### config.mk
export PLATFORM = sky130hd
export DESIGN_NAME = hashed_failure_set_core
export DESIGN_NICKNAME = d
export VERILOG_FILES = /design/src/rtl/hfs_pkg.sv /design/src/rtl/hashed_failure_set_core.sv /design/src/rtl/hfs_hash.sv /design/src/rtl/hfs_cell.sv
export SDC_FILE = /design/constraint.sdc
export NUM_CORES = 2
export LEC_CHECK = 0
export BUFFER_PORTS_ARGS = -buffer_cell sky130_fd_sc_hd__buf_2
export CORE_MARGIN = 2
export CORE_UTILIZATION = 45
export DETAILED_ROUTE_END_ITERATION = 7
export PLACE_DENSITY = 0.71
export SYNTH_ARGS = -nofsm -noshare
export SYNTH_HDL_FRONTEND = slang
export SYNTH_SLANG_ARGS = --single-unit
### constraint.sdc
create_clock -name clk_i -period 15.95 [get_ports clk_i]
set_input_delay 0.7975 -clock clk_i [delete_from_list [all_inputs] [get_ports clk_i]]
set_output_delay 0.7975 -clock clk_i [all_outputs]
set_load 0.02 [all_outputs]
### src/rtl/hfs_pkg.sv
// ----------------------------------------------------------------------------
// hfs_pkg
// Shared types, constants and the FNV-1a step for the hashed failure set.
// ----------------------------------------------------------------------------
`timescale 1ns / 1ps
`default_nettype none

package hfs_pkg;

  // number of stored hashes, one per cell
  localparam int SetDepth = 16;
  // entry count holds 0 .. SetDepth
  localparam int CntW = $clog2(SetDepth + 1);

  // 64-bit FNV-1a offset basis
  localparam logic [63:0] HashBasis = 64'd14695981039346656037;

  // mode codes
  localparam logic [1:0] ModeLookup   = 2'd0;
  localparam logic [1:0] ModeRemember = 2'd1;
  localparam logic [1:0] ModeClear    = 2'd2;

  // input word
  typedef struct packed {
    logic [1:0] mode;
    logic [7:0] name_byte;
    logic       last_byte;
  } in_word_t;

  // result word
  typedef struct packed {
    logic        found;
    logic        inserted;
    logic        set_full;
    logic [63:0] name_hash;
  } out_word_t;

  // probe handed from cell to cell
  typedef struct packed {
    logic        valid;
    logic        remember;
    logic        found;
    logic        inserted;
    logic        set_full;
    logic [63:0] hash;
  } probe_t;

  // multiply by the FNV prime 2^40 + 2^8 + 0xb3, as shifts and adds mod 2^64
  function automatic logic [63:0] fnv_mul(input logic [63:0] x);
    fnv_mul = (x << 40) + (x << 8) + (x << 7) + (x << 5) + (x << 4) + (x << 1) + x;
  endfunction

endpackage

`default_nettype wire

### src/rtl/hashed_failure_set_core.sv
// ----------------------------------------------------------------------------
// hashed_failure_set_core
// FNV-1a 64-bit name hashing with a bounded set of stored hashes.
// ----------------------------------------------------------------------------
// middle bytes and clears: one word per cycle while no probe is in flight
// last byte: the result passes the launch register, each cell of the entry
//   chain and the output register; input stalls until the probe has left the
//   chain, so only one name end is in the chain at a time
// reset: hash at the offset basis, set empty, no clearing pass
`timescale 1ns / 1ps
`default_nettype none

module hashed_failure_set_core (
  input  wire logic               clk_i,
  input  wire logic               rst_ni,
  input  wire logic               in_valid_i,
  output logic                    in_ready_o,
  input  wire hfs_pkg::in_word_t  in_word_i,
  output logic                    out_valid_o,
  input  wire logic               out_ready_i,
  output hfs_pkg::out_word_t      out_word_o
);

  localparam int Depth = hfs_pkg::SetDepth;

  logic                     in_acc;
  logic                     is_name;
  logic                     is_clear;
  logic                     advance;
  logic                     busy;
  logic [63:0]              hash;
  logic [hfs_pkg::CntW-1:0] count_q, count_d;
  hfs_pkg::probe_t          launch_q;
  hfs_pkg::probe_t          chain [Depth+1];
  hfs_pkg::probe_t          tail;
  logic                     out_valid_q;
  hfs_pkg::out_word_t       out_q;

  // input decode
  assign in_acc   = in_valid_i && in_ready_o;
  assign is_name  = in_acc && ((in_word_i.mode == hfs_pkg::ModeLookup) ||
                               (in_word_i.mode == hfs_pkg::ModeRemember));
  assign is_clear = in_acc && (in_word_i.mode == hfs_pkg::ModeClear);

  hfs_hash u_hash (
    .clk_i     (clk_i),
    .rst_ni    (rst_ni),
    .step_i    (is_name),
    .restart_i (is_clear || (is_name && in_word_i.last_byte)),
    .byte_i    (in_word_i.name_byte),
    .hash_o    (hash)
  );

  // chain stalls only when a result is blocked at the exit
  assign tail    = chain[Depth];
  assign advance = !(tail.valid && out_valid_q && !out_ready_i);

  // any probe in flight
  always_comb begin
    busy = launch_q.valid;
    for (int i = 1; i <= Depth; i++) begin
      busy = busy | chain[i].valid;
    end
  end

  assign in_ready_o = !busy;

  // launch register in front of the chain
  always_ff @(posedge clk_i or negedge rst_ni) begin
    if (!rst_ni) begin
      launch_q <= '0;
    end else if (advance) begin
      launch_q.valid    <= is_name && in_word_i.last_byte;
      launch_q.remember <= (in_word_i.mode == hfs_pkg::ModeRemember);
      launch_q.found    <= 1'b0;
      launch_q.inserted <= 1'b0;
      launch_q.set_full <= (count_q == hfs_pkg::CntW'(Depth));
      launch_q.hash     <= hash;
    end
  end

  assign chain[0] = launch_q;

  // row of entry cells
  for (genvar g = 0; g < Depth; g++) begin : g_cell
    hfs_cell u_cell (
      .clk_i     (clk_i),
      .rst_ni    (rst_ni),
      .advance_i (advance),
      .idx_i     (hfs_pkg::CntW'(g)),
      .count_i   (count_q),
      .probe_i   (chain[g]),
      .probe_o   (chain[g+1])
    );
  end

  // entry count, bumped once the probe leaves the chain
  always_comb begin
    count_d = count_q;
    if (is_clear) begin
      count_d = '0;
    end else if (tail.valid && advance && tail.inserted) begin
      count_d = count_q + 1'b1;
    end
  end

  always_ff @(posedge clk_i or negedge rst_ni) begin
    if (!rst_ni) begin
      count_q <= '0;
    end else begin
      count_q <= count_d;
    end
  end

  // output register
  always_ff @(posedge clk_i or negedge rst_ni) begin
    if (!rst_ni) begin
      out_valid_q <= 1'b0;
    end else if (tail.valid && advance) begin
      out_valid_q <= 1'b1;
    end else if (out_ready_i) begin
      out_valid_q <= 1'b0;
    end
  end

  always_ff @(posedge clk_i) begin
    if (tail.valid && advance) begin
      out_q.found     <= tail.found;
      out_q.inserted  <= tail.inserted;
      out_q.set_full  <= tail.set_full;
      out_q.name_hash <= tail.hash;
    end
  end

  assign out_valid_o = out_valid_q;
  assign out_word_o  = out_q;

endmodule

`default_nettype wire

### src/rtl/hfs_hash.sv
// ----------------------------------------------------------------------------
// hfs_hash
// Running FNV-1a hash register, folds one name byte per cycle in which step_i is set.
// ----------------------------------------------------------------------------
`timescale 1ns / 1ps
`default_nettype none

module hfs_hash (
  input  wire logic        clk_i,
  input  wire logic        rst_ni,
  input  wire logic        step_i,
  input  wire logic        restart_i,
  input  wire logic [7:0]  byte_i,
  output logic      [63:0] hash_o
);

  logic [63:0] run_q, run_d;

  // xor the byte, then multiply by the prime
  assign hash_o = hfs_pkg::fnv_mul(run_q ^ {56'd0, byte_i});

  // back to the basis at end of name or clear
  always_comb begin
    run_d = run_q;
    if (restart_i) begin
      run_d = hfs_pkg::HashBasis;
    end else if (step_i) begin
      run_d = hash_o;
    end
  end

  always_ff @(posedge clk_i or negedge rst_ni) begin
    if (!rst_ni) begin
      run_q <= hfs_pkg::HashBasis;
    end else begin
      run_q <= run_d;
    end
  end

endmodule

`default_nettype wire

### src/rtl/hfs_cell.sv
// ----------------------------------------------------------------------------
// hfs_cell
// One set entry: compares the passing probe and takes the hash at the tail.
// ----------------------------------------------------------------------------
`timescale 1ns / 1ps
`default_nettype none

module hfs_cell (
  input  wire logic                     clk_i,
  input  wire logic                     rst_ni,
  input  wire logic                     advance_i,
  input  wire logic [hfs_pkg::CntW-1:0] idx_i,
  input  wire logic [hfs_pkg::CntW-1:0] count_i,
  input  wire hfs_pkg::probe_t          probe_i,
  output hfs_pkg::probe_t               probe_o
);

  logic [63:0]     entry_q;
  hfs_pkg::probe_t probe_q, probe_d;
  logic            hit;
  logic            tail_wr;

  // a live entry matching the probe
  assign hit = probe_i.valid && (idx_i < count_i) && (entry_q == probe_i.hash);

  // first free entry takes a remembered hash not seen in earlier cells
  assign tail_wr = probe_i.valid && probe_i.remember && !probe_i.found &&
                   (idx_i == count_i);

  always_comb begin
    probe_d          = probe_i;
    probe_d.found    = probe_i.found | hit;
    probe_d.inserted = probe_i.inserted | tail_wr;
  end

  // probe register toward the next cell
  always_ff @(posedge clk_i or negedge rst_ni) begin
    if (!rst_ni) begin
      probe_q <= '0;
    end else if (advance_i) begin
      probe_q <= probe_d;
    end
  end

  // stored hash, undefined until written
  always_ff @(posedge clk_i) begin
    if (advance_i && tail_wr) begin
      entry_q <= probe_i.hash;
    end
  end

  assign probe_o = probe_q;

endmodule

`default_nettype wire
==> results.json <==
{
  "syn_avg_cell_area_um2": 11.4,
  "routedWlPerCell_um": 22.2,
  "firstDrtPassIters": 6,
  "final_nets": 9295,
  "core_mm2": 0.224,
  "htree_levels": 4,
  "cts.clk_slew.worst_paths_ps": 60,
  "post_cts_buffers": 0,
  "cp_max_fo": 9,
  "drv_slew": 0,
  "cts_root_buf": "clkbuf_16",
  "die_x_um": 478,
  "rows": 174,
  "grt_max_degree": 241,
  "async_reset_ff_share_pct": 53.2,
  "hp-class": "in2reg",
  "max_slew_margin_pct": 14.7,
  "die-height_um": 478,
  "r2r-start": "u_hash.run_q[5]",
  "cts_sinks": 2331,
  "r2r-end": "chain[1162]",
  "yosysWarnings": 0,
  "grt_usage_pct": 23.5,
  "numCtsBuffers": 221,
  "drive_above_1_share_pct": 6.58,
  "drv_cap": 0,
  "via_per_inst": 5.34,
  "ys_ff_latch": 2331,
  "critical_path_required_ps": 16670,
  "insertion_delay_ps": 880,
  "die-area_mm2": 0.229,
  "yosysUniqueCellTypes": 89,
  "startpoint_type": "register",
  "fin_hold_ws_ps": 226,
  "worstMarginPinSlew_ps": 1280,
  "rrSetupSlack_ps": 9510,
  "skew_ps": 81.8,
  "vias": 64753,
  "yosysTopAreaCell": "edfxtp_1",
  "ys.flop_type": "dfrtp_1",
  "synth_area_mm2": 0.101,
  "cts_tree": "built",
  "dp.cells": 11699,
  "synth_fp_nets": 9214,
  "ff2ff_path_depth": 20,
  "final_cells": 12125,
  "grt-ovfl-total": 0,
  "routabilityCongestion": 0.913,
  "grt_pass1_vias": 65909,
  "endpoint": "chain[1162]",
  "syn_inst": 8850,
  "period_needed_ps": 6440,
  "status": "complete, no violations",
  "synth-edff-count": 1091,
  "path_class": "reg2reg",
  "ys_seq_area_share_pct": 63.1,
  "drc": 0,
  "setup_viol": 0,
  "yosysMostFrequentCell": "nand2_1",
  "antenna_found_initial": 8,
  "netlist_top_cells_area": "edfxtp_1, dfrtp_1, nand2_1",
  "rsz0062_at_grt": "no",
  "timing.final.crit_share_pct": 40.4,
  "io_buffers": 83,
  "max_freq_mhz": 155,
  "initial_core_util_pct": 45.1,
  "yosys-top-cells-count": "nand2_1, dfrtp_1, edfxtp_1",
  "drt_iter0_markers": 6226,
  "grt_pass1_wl_mm": 411,
  "postRouteAntennaNets": 0,
  "final_hold_viol_count": 0,
  "io_pins": 84,
  "worstPathArrival_ps": 7170,
  "worstSetupStartpoint": "u_hash.run_q[5]",
  "wl_mm": 269,
  "area_growth_pct": 11.1,
  "clock_path_buffers": 3,
  "setup_tns_ps": 0,
  "end_kind": "register",
  "dpl.hpwl_mm": 193,
  "synth_top_area_share_pct": 32.4
}
-- placed cells by master, fill, tap and decap left out, drive strengths merged, types with 70 or more instances in the layout --
| master | netlist | layout |
|---|---|---|
| nor2 | 93 | 93 |
| buf | 17 | 160 |
| nand2 | 2925 | 2925 |
| xor2 | 392 | 392 |
| fa | 240 | 240 |
| xnor2 | 469 | 469 |
| nor4 | 152 | 152 |
| inv | 653 | 663 |
| nand4 | 142 | 142 |
| a21oi | 101 | 101 |
| ha | 109 | 109 |
| dfrtp | 1212 | 1212 |
| edfxtp | 1091 | 1091 |
| o22ai | 88 | 88 |
| clkbuf | 286 | 292 |
| o21ai | 326 | 326 |
| clkinv | 0 | 94 |
| a221oi | 70 | 70 |
-- what timing repair did --
action | 4_1_cts | 5_1_grt
gates resized for setup | 0 | 0
hold endpoints to repair | 99 | 0
hold buffers | 1 | 0
-- final cells by class --
cell class / count / area (um2)
Clock inverter: 129 / 1310
Clock buffer: 292 / 6140
Tap cell: 2992 / 3740
Antenna cell: 4 / 10.0
Fill cell: 19457 / 112000
Timing Repair Buffer: 161 / 1090
Multi-Input combinational cell: 5563 / 33900
Inverter: 653 / 2450
Sequential cell: 2331 / 63800
-- layer usage --
layer | track usage [%] | routed length, um | up-vias
met4 | 11.4 | 14600 | 4
li1 | - | - | 29593
met5 | 0 | 27 | -
met3 | 2.80 | 12600 | 582
met2 | 40.6 | 136000 | 2056
met1 | 29.4 | 105000 | 32518
-- sequential cells by signal, indices dropped and copies added (netlist names) --
| name | flops |
|---|---|
| chain | 67 |
| count_q | 5 |
| g_cell.u_cell.entry_q | 1024 |
| g_cell.u_cell.probe_o | 1103 |
| out_valid_o | 1 |
| out_word_o | 67 |
| u_hash.run_q | 64 |
-- metrics by stage --
step / utilization [%] / area, um2 / setup slack (ps)
3_3_place_gp: 46.8 / 105000 / 8950
6_report: 50.2 / 112000 / 9510
5_1_grt: 50.2 / 112000 / 9080
3_5_place_dp: 46.8 / 105000 / 9040
4_1_cts: 50.1 / 112000 / 9380
2_1_floorplan: - / 101000 / 7880
-- worst min-delay path by stage --
stage | end | start | cells after the start | slack (ps)
2_1_floorplan | out_word_o[0] | g_cell[15].u_cell.probe_o[0] | 0 | 420
3_3_place_gp | g_cell[9].u_cell.entry_q[30] | g_cell[8].u_cell.probe_o[30] | 0 | 430
3_5_place_dp | g_cell[10].u_cell.entry_q[15] | g_cell[9].u_cell.probe_o[15] | 0 | 430
4_1_cts | chain[1172] | in_word_i[0] | 2 | 180
5_1_grt | chain[1172] | in_word_i[0] | 2 | 220
6_report | chain[1172] | in_word_i[0] | 2 | 230
-- cell families after synthesis --
kind of cell	after synthesis	share of synthesized area [%]
simple gates	3491	14.2
flops	2331	63.1
buf+inv	956	3.57
xor+xnor	861	7.45
compound gates	827	5.31
fa+ha+maj	355	6.15
mux	29	0.312
-- critical path, cell delays in order, from the launching register on --
cell,delay [ps]
dfstp_2,530
xor2_1,830
inv_1,270
xnor2_1,240
ha_1,190
a21o_1,180
fa_1,500
inv_1,50
fa_1,480
inv_1,50
ha_1,280
ha_1,440
and4_1,280
and3_1,170
nand3_1,130
a211oi_2,400
o2111ai_2,240
o31ai_2,430
a31oi_1,180
xnor2_1,170
mux2_2,270
Power is left out: the tool's default activity adds up to more than one toggle a clock period on the data nets, which glitch-free logic cannot reach.
